`config.mk`:
```
export PLATFORM = sky130hd
export DESIGN_NAME = touch_sample_outlier_filter_core_flat
export DESIGN_NICKNAME = d
export VERILOG_FILES = /design/src/sv/tsof_pkg.sv /design/src/sv/tsof_if.sv /design/src/sv/tsof_sort.sv /design/src/sv/tsof_window.sv /design/src/sv/touch_sample_outlier_filter_core.sv /design/src/flat_wrapper.sv
export SDC_FILE = /design/constraint.sdc
export NUM_CORES = 1
export LEC_CHECK = 0
export CAP_MARGIN = 40
export CORE_MARGIN = 1
export CORE_UTILIZATION = 60
export CTS_BUF_LIST = sky130_fd_sc_hd__clkbuf_16
export DETAILED_ROUTE_END_ITERATION = 12
export DONT_BUFFER_PORTS = 1
export GPL_TIMING_DRIVEN = 0
export PLACE_DENSITY = 0.76
export SKIP_CTS_REPAIR_TIMING = 1
export SLEW_MARGIN = 20
export SYNTH_ARGS = -nofsm -noshare
export SYNTH_HDL_FRONTEND = slang
export SYNTH_SLANG_ARGS = --single-unit
```
`constraint.sdc`:
```
create_clock -name clk -period 12.8 [get_ports clk]
set_input_delay 0.64 -clock clk [delete_from_list [all_inputs] [get_ports clk]]
set_output_delay 0.64 -clock clk [all_outputs]
set_load 0.02 [all_outputs]
```
`src/sv/tsof_pkg.sv`:
```
// Shared constants and types for the touch sample outlier filter.
`default_nettype none

package tsof_pkg;

  // Number of converter samples carried by one item.
  localparam int NUM_SAMPLES = 5;

  // Sorted window width and weighting of the average (5*a + 6*b + 5*c) >> 4.
  localparam int WINDOW_LEN   = 3;
  localparam int WEIGHT_OUTER = 5;
  localparam int AVG_SHIFT    = 4;

  // Extra bits the weighted sum needs above the sample width.
  localparam int SUM_EXTRA    = 5;

  // Which window of three adjacent sorted samples was chosen.
  typedef enum logic [1:0] {
    WIN_LOW  = 2'd0,
    WIN_MID  = 2'd1,
    WIN_HIGH = 2'd2
  } win_sel_t;

endpackage

`default_nettype wire

```
`src/sv/tsof_if.sv`:
```
// Valid/ready channel interfaces for sample items and result items.
`default_nettype none

interface tsof_in_if #(
  parameter int SAMPLE_BITS = 12
) ();
  logic                   valid;
  logic                   ready;
  logic [SAMPLE_BITS-1:0] sample_0;
  logic [SAMPLE_BITS-1:0] sample_1;
  logic [SAMPLE_BITS-1:0] sample_2;
  logic [SAMPLE_BITS-1:0] sample_3;
  logic [SAMPLE_BITS-1:0] sample_4;

  modport source (
    output valid, sample_0, sample_1, sample_2, sample_3, sample_4,
    input  ready
  );
  modport sink (
    input  valid, sample_0, sample_1, sample_2, sample_3, sample_4,
    output ready
  );
endinterface

interface tsof_out_if #(
  parameter int SAMPLE_BITS = 12
) ();
  logic                   valid;
  logic                   ready;
  logic [SAMPLE_BITS-1:0] filtered_value;
  logic [SAMPLE_BITS-1:0] spread;

  modport source (
    output valid, filtered_value, spread,
    input  ready
  );
  modport sink (
    input  valid, filtered_value, spread,
    output ready
  );
endinterface

`default_nettype wire

```
`src/sv/tsof_sort.sv`:
```
// Nine-comparator sorting network for five samples, ascending.
`default_nettype none

module tsof_sort
  import tsof_pkg::*;
#(
  parameter int SAMPLE_BITS = 12
) (
  input  wire logic [SAMPLE_BITS-1:0] unsorted [NUM_SAMPLES],
  output logic      [SAMPLE_BITS-1:0] sorted   [NUM_SAMPLES]
);

  logic [SAMPLE_BITS-1:0] l0 [NUM_SAMPLES];
  logic [SAMPLE_BITS-1:0] l1 [NUM_SAMPLES];
  logic [SAMPLE_BITS-1:0] l2 [NUM_SAMPLES];
  logic [SAMPLE_BITS-1:0] l3 [NUM_SAMPLES];
  logic [SAMPLE_BITS-1:0] l4 [NUM_SAMPLES];
  logic [SAMPLE_BITS-1:0] l5 [NUM_SAMPLES];
  logic [SAMPLE_BITS-1:0] l6 [NUM_SAMPLES];
  logic [SAMPLE_BITS-1:0] l7 [NUM_SAMPLES];
  logic [SAMPLE_BITS-1:0] l8 [NUM_SAMPLES];

  // Each step orders one pair; the others pass through unchanged.
  always_comb begin
    l0 = unsorted;
    if (l0[0] > l0[3]) begin l0[0] = unsorted[3]; l0[3] = unsorted[0]; end
    l1 = l0;
    if (l1[1] > l1[4]) begin l1[1] = l0[4]; l1[4] = l0[1]; end
    l2 = l1;
    if (l2[0] > l2[2]) begin l2[0] = l1[2]; l2[2] = l1[0]; end
    l3 = l2;
    if (l3[1] > l3[3]) begin l3[1] = l2[3]; l3[3] = l2[1]; end
    l4 = l3;
    if (l4[0] > l4[1]) begin l4[0] = l3[1]; l4[1] = l3[0]; end
    l5 = l4;
    if (l5[2] > l5[4]) begin l5[2] = l4[4]; l5[4] = l4[2]; end
    l6 = l5;
    if (l6[1] > l6[2]) begin l6[1] = l5[2]; l6[2] = l5[1]; end
    l7 = l6;
    if (l7[3] > l7[4]) begin l7[3] = l6[4]; l7[4] = l6[3]; end
    l8 = l7;
    if (l8[2] > l8[3]) begin l8[2] = l7[3]; l8[3] = l7[2]; end
  end

  assign sorted = l8;

endmodule

`default_nettype wire

```
`src/sv/tsof_window.sv`:
```
// Picks the tightest window of three sorted samples and averages it.
`default_nettype none

module tsof_window
  import tsof_pkg::*;
#(
  parameter int SAMPLE_BITS = 12
) (
  input  wire logic [SAMPLE_BITS-1:0] sorted [NUM_SAMPLES],
  output logic      [SAMPLE_BITS-1:0] filtered_value,
  output logic      [SAMPLE_BITS-1:0] spread
);

  localparam int SUM_BITS = SAMPLE_BITS + SUM_EXTRA;

  logic [SAMPLE_BITS-1:0] d_low;
  logic [SAMPLE_BITS-1:0] d_mid;
  logic [SAMPLE_BITS-1:0] d_high;
  logic [SAMPLE_BITS-1:0] d_best;
  win_sel_t               win;
  logic [SAMPLE_BITS-1:0] a;
  logic [SAMPLE_BITS-1:0] b;
  logic [SAMPLE_BITS-1:0] c;
  logic [SUM_BITS-1:0]    sum3;
  logic [SUM_BITS-1:0]    wsum;
  logic [SAMPLE_BITS-1:0] avg;

  // Spreads of the three windows; sorted order keeps them non-negative.
  assign d_mid  = sorted[3] - sorted[1];
  assign d_low  = sorted[2] - sorted[0];
  assign d_high = sorted[4] - sorted[2];

  // Middle window first; a later window wins only on a strictly smaller spread.
  always_comb begin
    win    = WIN_MID;
    d_best = d_mid;
    if (d_low < d_best) begin
      win    = WIN_LOW;
      d_best = d_low;
    end
    if (d_high < d_best) begin
      win    = WIN_HIGH;
      d_best = d_high;
    end
  end

  // Window members.
  always_comb begin
    unique case (win)
      WIN_LOW: begin
        a = sorted[0]; b = sorted[1]; c = sorted[2];
      end
      WIN_HIGH: begin
        a = sorted[2]; b = sorted[3]; c = sorted[4];
      end
      default: begin
        a = sorted[1]; b = sorted[2]; c = sorted[3];
      end
    endcase
  end

  // Weighted sum 5*(a+b+c) + b, then divide by sixteen.
  assign sum3 = SUM_BITS'(a) + SUM_BITS'(b) + SUM_BITS'(c);
  assign wsum = SUM_BITS'(sum3 * SUM_BITS'(WEIGHT_OUTER)) + SUM_BITS'(b);
  assign avg  = SAMPLE_BITS'(wsum >> AVG_SHIFT);

  // A zero average is reported as one.
  assign filtered_value = (avg == '0) ? SAMPLE_BITS'(1) : avg;
  assign spread         = d_best;

endmodule

`default_nettype wire

```
`src/sv/touch_sample_outlier_filter_core.sv`:
```
// Top level of the five-sample touch outlier filter.
//
//   channel     dir  payload
//   sample_in   in   sample_0 .. sample_4, SAMPLE_BITS each
//   result_out  out  filtered_value, spread, SAMPLE_BITS each
//
// Three register stages: input, sorted samples, result. One item is taken
// every cycle unless a stalled result has filled the stages. An accepted item
// is registered in the sorted and then the result stage before it is offered.
// Every stage has its own valid bit, so a stalled result only holds the stages
// behind it once they are full. Reset clears the valid bits only.
`default_nettype none

module touch_sample_outlier_filter_core
  import tsof_pkg::*;
#(
  parameter int SAMPLE_BITS = 12
) (
  input  wire logic     clk,
  input  wire logic     rst,
  tsof_in_if.sink       sample_in,
  tsof_out_if.source    result_out
);

  logic                   in_valid;
  logic [SAMPLE_BITS-1:0] in_smp    [NUM_SAMPLES];
  logic                   srt_valid;
  logic [SAMPLE_BITS-1:0] srt_smp   [NUM_SAMPLES];
  logic                   res_valid;
  logic [SAMPLE_BITS-1:0] res_value;
  logic [SAMPLE_BITS-1:0] res_spread;

  logic [SAMPLE_BITS-1:0] sorted    [NUM_SAMPLES];
  logic [SAMPLE_BITS-1:0] win_value;
  logic [SAMPLE_BITS-1:0] win_spread;
  logic                   res_ready;
  logic                   srt_ready;
  logic                   in_ready;

  // Each stage loads when it is empty or its item moves on.
  assign res_ready = !res_valid || result_out.ready;
  assign srt_ready = !srt_valid || res_ready;
  assign in_ready  = !in_valid  || srt_ready;
  assign sample_in.ready = in_ready;

  // Input stage.
  always_ff @(posedge clk) begin
    if (rst) begin
      in_valid <= 1'b0;
    end else if (in_ready) begin
      in_valid <= sample_in.valid;
    end
    if (in_ready && sample_in.valid) begin
      in_smp[0] <= sample_in.sample_0;
      in_smp[1] <= sample_in.sample_1;
      in_smp[2] <= sample_in.sample_2;
      in_smp[3] <= sample_in.sample_3;
      in_smp[4] <= sample_in.sample_4;
    end
  end

  tsof_sort #(
    .SAMPLE_BITS(SAMPLE_BITS)
  ) u_sort (
    .unsorted(in_smp),
    .sorted  (sorted)
  );

  // Sorted stage.
  always_ff @(posedge clk) begin
    if (rst) begin
      srt_valid <= 1'b0;
    end else if (srt_ready) begin
      srt_valid <= in_valid;
    end
    if (srt_ready && in_valid) begin
      srt_smp <= sorted;
    end
  end

  tsof_window #(
    .SAMPLE_BITS(SAMPLE_BITS)
  ) u_window (
    .sorted        (srt_smp),
    .filtered_value(win_value),
    .spread        (win_spread)
  );

  // Result stage.
  always_ff @(posedge clk) begin
    if (rst) begin
      res_valid <= 1'b0;
    end else if (res_ready) begin
      res_valid <= srt_valid;
    end
    if (res_ready && srt_valid) begin
      res_value  <= win_value;
      res_spread <= win_spread;
    end
  end

  assign result_out.valid          = res_valid;
  assign result_out.filtered_value = res_value;
  assign result_out.spread         = res_spread;

endmodule

`default_nettype wire
```
`src/flat_wrapper.sv`:
```
// flat-port wrapper written by rule: the top's interface ports become plain ports
module touch_sample_outlier_filter_core_flat import tsof_pkg::*;
#(
  parameter int SAMPLE_BITS = 12
)
  (clk, rst, sample_in_valid, sample_in_sample_0, sample_in_sample_1, sample_in_sample_2, sample_in_sample_3, sample_in_sample_4, sample_in_ready, result_out_valid, result_out_filtered_value, result_out_spread, result_out_ready);
  tsof_in_if #(.SAMPLE_BITS(SAMPLE_BITS)) sample_in_i ();
  tsof_out_if #(.SAMPLE_BITS(SAMPLE_BITS)) result_out_i ();
  input  wire logic clk;
  input  wire logic rst;
  input wire logic [$bits(sample_in_i.valid)-1:0] sample_in_valid;
  input wire logic [$bits(sample_in_i.sample_0)-1:0] sample_in_sample_0;
  input wire logic [$bits(sample_in_i.sample_1)-1:0] sample_in_sample_1;
  input wire logic [$bits(sample_in_i.sample_2)-1:0] sample_in_sample_2;
  input wire logic [$bits(sample_in_i.sample_3)-1:0] sample_in_sample_3;
  input wire logic [$bits(sample_in_i.sample_4)-1:0] sample_in_sample_4;
  output wire logic [$bits(sample_in_i.ready)-1:0] sample_in_ready;
  output wire logic [$bits(result_out_i.valid)-1:0] result_out_valid;
  output wire logic [$bits(result_out_i.filtered_value)-1:0] result_out_filtered_value;
  output wire logic [$bits(result_out_i.spread)-1:0] result_out_spread;
  input wire logic [$bits(result_out_i.ready)-1:0] result_out_ready;
  assign sample_in_i.valid = sample_in_valid;
  assign sample_in_i.sample_0 = sample_in_sample_0;
  assign sample_in_i.sample_1 = sample_in_sample_1;
  assign sample_in_i.sample_2 = sample_in_sample_2;
  assign sample_in_i.sample_3 = sample_in_sample_3;
  assign sample_in_i.sample_4 = sample_in_sample_4;
  assign sample_in_ready = sample_in_i.ready;
  assign result_out_valid = result_out_i.valid;
  assign result_out_filtered_value = result_out_i.filtered_value;
  assign result_out_spread = result_out_i.spread;
  assign result_out_i.ready = result_out_ready;
  touch_sample_outlier_filter_core #(.SAMPLE_BITS(SAMPLE_BITS)) u_core (.clk(clk), .rst(rst), .sample_in(sample_in_i), .result_out(result_out_i));
endmodule
```
[Word level (Yosys, flattened, before mapping)]
Index checks and enable logic that the tools add are counted.
Cells by class
  order comparisons: 11
  equal/unequal tests: 1
  add/sub/neg operators: 6
  muxes and demuxes: 21
  reduce and logical (&&, ||, !) cells: 11
  $mul: 1
Operators with widths (number)
  $mux 12: 12
  $gt 12x12->1: 9
  $mux 24: 4
  $pmux 12 s2: 3
  $sub 12x12->12: 3
  $lt 12x12->1: 2
  $add 16x12->16: 1
  $mul 14x3->16 const B: 1
  $add 13x12->14: 1
  $add 12x12->13: 1
  $logic_not 12->1: 1
  $logic_and 1x1->1: 3
  $logic_not 1->1: 3
  $logic_or 1x1->1: 3
  $eq 2x2->1 const B: 1
  $logic_not 2->1: 1
  $mux 2: 1
  $mux 1: 1
Word-level totals
  flip-flop bits (word level): 147
  logic and storage cells: 66
  output and inout port bits: 26
  input bits: 64

[Longest topological paths before layout]
  word-level depth: 12
  gate-level depth with buffers: 60
  depth with buffers taken out: 57

[By module]
A second synthesis with hierarchy kept.
Second synthesis, totals
  cells, all modules: 1695
  area, all modules: 15097.0 µm²
By module, submodules not included
  tsof_sort: cells each 788, seq. area each 0.0 µm², area an instance 5491.5 µm², instances 1
  tsof_window: cells each 748, seq. area each 0.0 µm², area an instance 5147.4 µm², instances 1
  touch_sample_outlier_filter_core: cells each 159, seq. area each 4384.2 µm², area an instance 4458.0 µm², instances 1

[Worst setup path before layout]
No wires, ideal clock.
  kind: flip-flop to flip-flop
  start: reg u_core.srt_smp[24] (netlist name)
  end: reg u_core.res_value[0], in the netlist u_core.result_out.filtered_value[0], data pin
  cell stages (with the launch flop): 57
  required time: 12635 ps
  setup slack: 2241 ps
  buffers on the path: 4
  period minus slack after synthesis: 10559 ps
  arrival time: 10394 ps
  library setup time: 165 ps
  cells stage by stage: edfxtp_1 inv_1 ha_1 inv_1 fa_1 a21o_1 a21oi_1 o21bai_1 a21oi_1 nor2b_1 o21a_1 nor2_1 xnor2_1 ha_1 nand2_1 nor2_1 o21ai_0 o21a_1 (+21 left out) o21bai_1 a21oi_1 nor2b_1 o21a_1 nor2_1 xnor2_1 ha_1 inv_1 fa_1 inv_1 ha_1 clkbuf_1 nand4_1 nor2_1 a41oi_2 xnor2_1 a2111o_1 o31ai_2
Between the ends
  word-level cells in the longest chain between the ends: 12
  elaborated cells between the ends (all ways): 17
  classes of those cells: add/sub (5); mul (1); order compare (2); eq/ne (1); mux (6); reduce/logical (2)
Ends and longest elaborated chain
  start, declared: RTL line touch_sample_outlier_filter_core.sv:28  | logic [SAMPLE_BITS-1:0] srt_smp [NUM_SAMPLES];
  start signal, assigned: RTL line touch_sample_outlier_filter_core.sv:77  | srt_smp <= sorted;
  $sub 12x12->12: RTL line tsof_window.sv:30  | assign d_low = sorted[2] - sorted[0];
  $lt 12x12->1: RTL line tsof_window.sv:37  | if (d_low < d_best) begin
  $mux 12: RTL line tsof_window.sv:37
  $lt 12x12->1: RTL line tsof_window.sv:41  | if (d_high < d_best) begin
  $mux 2: RTL line tsof_window.sv:41
  $eq 2x2->1 / $logic_not 2->1 (equally long branches): RTL line tsof_window.sv:49  | unique case (win)
  $pmux 12 s2: RTL line tsof_window.sv:49
  $add 12x12->13: RTL line tsof_window.sv:63  | assign sum3 = SUM_BITS'(a) + SUM_BITS'(b) + SUM_BITS'(c);
  $add 13x12->14: RTL line tsof_window.sv:63
  $mul 14x3->16: RTL line tsof_window.sv:64  | assign wsum = SUM_BITS'(sum3 * SUM_BITS'(WEIGHT_OUTER)) + SUM_BITS'(b);
  $add 16x12->16 *: RTL line tsof_window.sv:64
  $logic_not 12->1: RTL line tsof_window.sv:68  | assign filtered_value = (avg == '0) ? SAMPLE_BITS'(1) : avg;
  end signal, assigned: RTL line touch_sample_outlier_filter_core.sv:97  | res_value <= win_value;
  end, declared: RTL line touch_sample_outlier_filter_core.sv:30  | logic [SAMPLE_BITS-1:0] res_value;
Mark *: on every way between the ends. The rest lies on a longest branch, timed or not.
A chain may end at the register's enable or synchronous reset.

==> results.ini <==
[routing]
wl_per_cell_microns = 19.6
viasPerCell = 6.03
antenna_left = 0
drc = 0
firstDrtPassIters = 5
routed_wl_microns = 36600
dr_total_vias = 11300
drt_iter0_markers = 866

[timing]
skew_ps = 8.42
setup_viol = 0
slew_headroom_pct = 46.9
tightest_slew_ps = 797
min_period_over_period_pct = 94.3
fmax_mhz = 82.8
period_needed_ps = 12070
hold_slack_ps = 282
rsz0062_at_grt = no
drv_slew = 0
hold_viol_final = 0

[setup_path]
cpPeakStageDelay_ps = 550
crit_required_ps = 12980
critical_path_arrival_ps = 12250
crit_path_end_kind = flip-flop
path_max_fanout = 10
start_kind = flip-flop
path_class = flip-flop to flip-flop
critPathSlowestCell = nor2_1

[die]
initial_core_util_pct = 61.5
die_x_microns = 157
core-area_sq_um = 23500
ios = 90
die_area_sq_um = 24800
die_y_microns = 157
row_count = 56

[yosys]
ys_types = 63
syn_area_sq_um = 14500
synth_nets = 1800
yosys_warnings = 0
ys_seq_area_share_pct = 30.3
synth_compound_area_share_pct = 14.3
ys_ff_latch = 147
ys.flop_type = edfxtp_1
synth_fa_ha_area_share_pct = 21.1
synth-edff-count = 144
synthSimpleGateAreaFrac_pct = 9.79
ys_async_sr_fraction_pct = 0
synth_top_family_by_area = adder cells
synth_cells = 1508
synth-xor-area-share_pct = 2.72
syn_area_per_cell_sq_um = 9.61
synthMuxAreaShare_pct = 15.0

[global_routing]
grt_pass1_vias = 11100
grt_first_pass_wirelength_microns = 57200
grt_usage_pct = 30.8
grt_max_degree = 27
overflow = 0
antenna_found_initial = 0

[place]
hpwl_microns = 30600
io_buffers = 0
gp_congestion = 1.01
placed_cells = 1832

[flow_run]
cap_violations = 0

[final_layout]
drive_gt1_share_pct = 10.1
final_core_util_pct = 66.7
nNetsFinal = 1828
instances_no_fill = 1868
antenna_cells = 0
area_growth_syn_to_layout_pct = 8.36

[min_path]
hp-class = input pin to flip-flop

[clock_tree]
numCtsBuffers = 17
htreeDepth = 4
cts.sinks = 147
cts_tree = yes
insertion_delay_ps = 430
path_clk_slew_ps = 60
clockRootBuffer = clkbuf_16
clk_path_buf_depth = 2

[outcome]
status = completed

-- through the flow --
stage / worst slack, ps / instance area [sq um] / setup TNS (ps)
6_report: 727 / 15700 / 0
4_1_cts: -230 / 15600 / -2330
2_1_floorplan: 2240 / 14500 / 0
5_1_grt: 23.3 / 15700 / 0
3_3_place_gp: 1.72 / 14900 / 0
3_5_place_dp: -81.3 / 15000 / -272
-- Yosys cell counts, drive strengths merged (18+ instances only) --
| master | number | share of area [%] |
|---|---|---|
| a21oi | 89 | 3.1 |
| nor2 | 87 | 2.3 |
| nand4 | 29 | 1.3 |
| fa | 25 | 3.5 |
| ha | 203 | 18 |
| inv | 223 | 5.8 |
| mux2 | 71 | 5.5 |
| nand2 | 77 | 2.0 |
| clkbuf | 32 | 0.83 |
| mux2i | 137 | 9.5 |
| nor3 | 18 | 0.62 |
| a21o | 47 | 2.4 |
| nor2b | 22 | 0.95 |
| xnor2 | 35 | 2.1 |
| o21ai | 80 | 2.8 |
| nand2b | 19 | 0.82 |
| edfxtp | 144 | 30 |
| o211ai | 34 | 1.9 |
-- cell families after synthesis --
family / Yosys count
AO/OA/AOI/OAI: 321
AND/OR/NAND/NOR: 293
adder cells (fa/ha/maj): 230
buffers and inverters: 264
XOR/XNOR: 45
multiplexers: 208
flip-flops: 147
-- worst max-delay path: cells and delay by family (launching register included) --
kind / cells / cell delay, ps
buf+inv: 7 / 1870
compound gates: 16 / 3070
simple gates: 18 / 3010
mux: 5 / 1950
fa+ha+maj: 5 / 1460
flops: 1 / 420
-- path summary, 6_finish.rpt --
check             slack (ps)            endpoint              start  cells after the start
setup reg to reg         730  u_core.srt_smp[24]  u_core.in_smp[49]                     51
setup / recovery         730  u_core.srt_smp[24]  u_core.in_smp[49]                     51
hold reg to reg          570    u_core.srt_valid    u_core.in_valid                      2
hold / removal           280     u_core.in_valid                rst                      1
-- sequential cells by signal (all words and copies together), names as in the netlist --
| signal | flops |
|---|---|
| u_core.in_smp | 60 |
| u_core.srt_smp | 60 |
| u_core.result_out.filtered_value | 12 |
| u_core.result_out.spread | 12 |
| u_core.in_valid | 1 |
| u_core.result_out.valid | 1 |
| u_core.srt_valid | 1 |
-- area by class of cell --
| class | count | area, sq um |
|---|---|---|
| Multi-Input combinational cell | 1097 | 9180 |
| Fill cell | 1921 | 7840 |
| Sequential cell | 147 | 4380 |
| Inverter | 223 | 837 |
| Clock buffer | 17 | 425 |
| Tap cell | 319 | 399 |
| Buffer | 40 | 183 |
| Timing Repair Buffer | 10 | 153 |
| Clock inverter | 15 | 135 |
-- metal layers --
layer | vias to the layer above | GRT usage, % | wire length, microns
met4 | 0 | 19.4 | 2280
met5 | - | 0 | 0
met1 | 5341 | 34.7 | 14800
met2 | 330 | 55.4 | 18200
met3 | 105 | 3.61 | 1270
li1 | 5484 | - | -
-- placed cells by master (no fill, tap or decap), types with 19 or more instances in the layout --
master,synthesis,routed
a21o_1,47,47
a21oi_1,89,88
edfxtp_1,144,144
fa_1,25,25
ha_1,203,203
inv_1,223,225
mux2_2,71,71
mux2i_1,137,137
nand2_1,77,77
nand2b_1,19,19
nand4_1,29,29
nor2_1,87,84
nor2b_1,22,21
o211ai_1,33,33
o21ai_0,79,78
xnor2_1,35,35
Power is not shown: default switching activity piles up to over one toggle a cycle in this logic, so the estimate is an artifact.
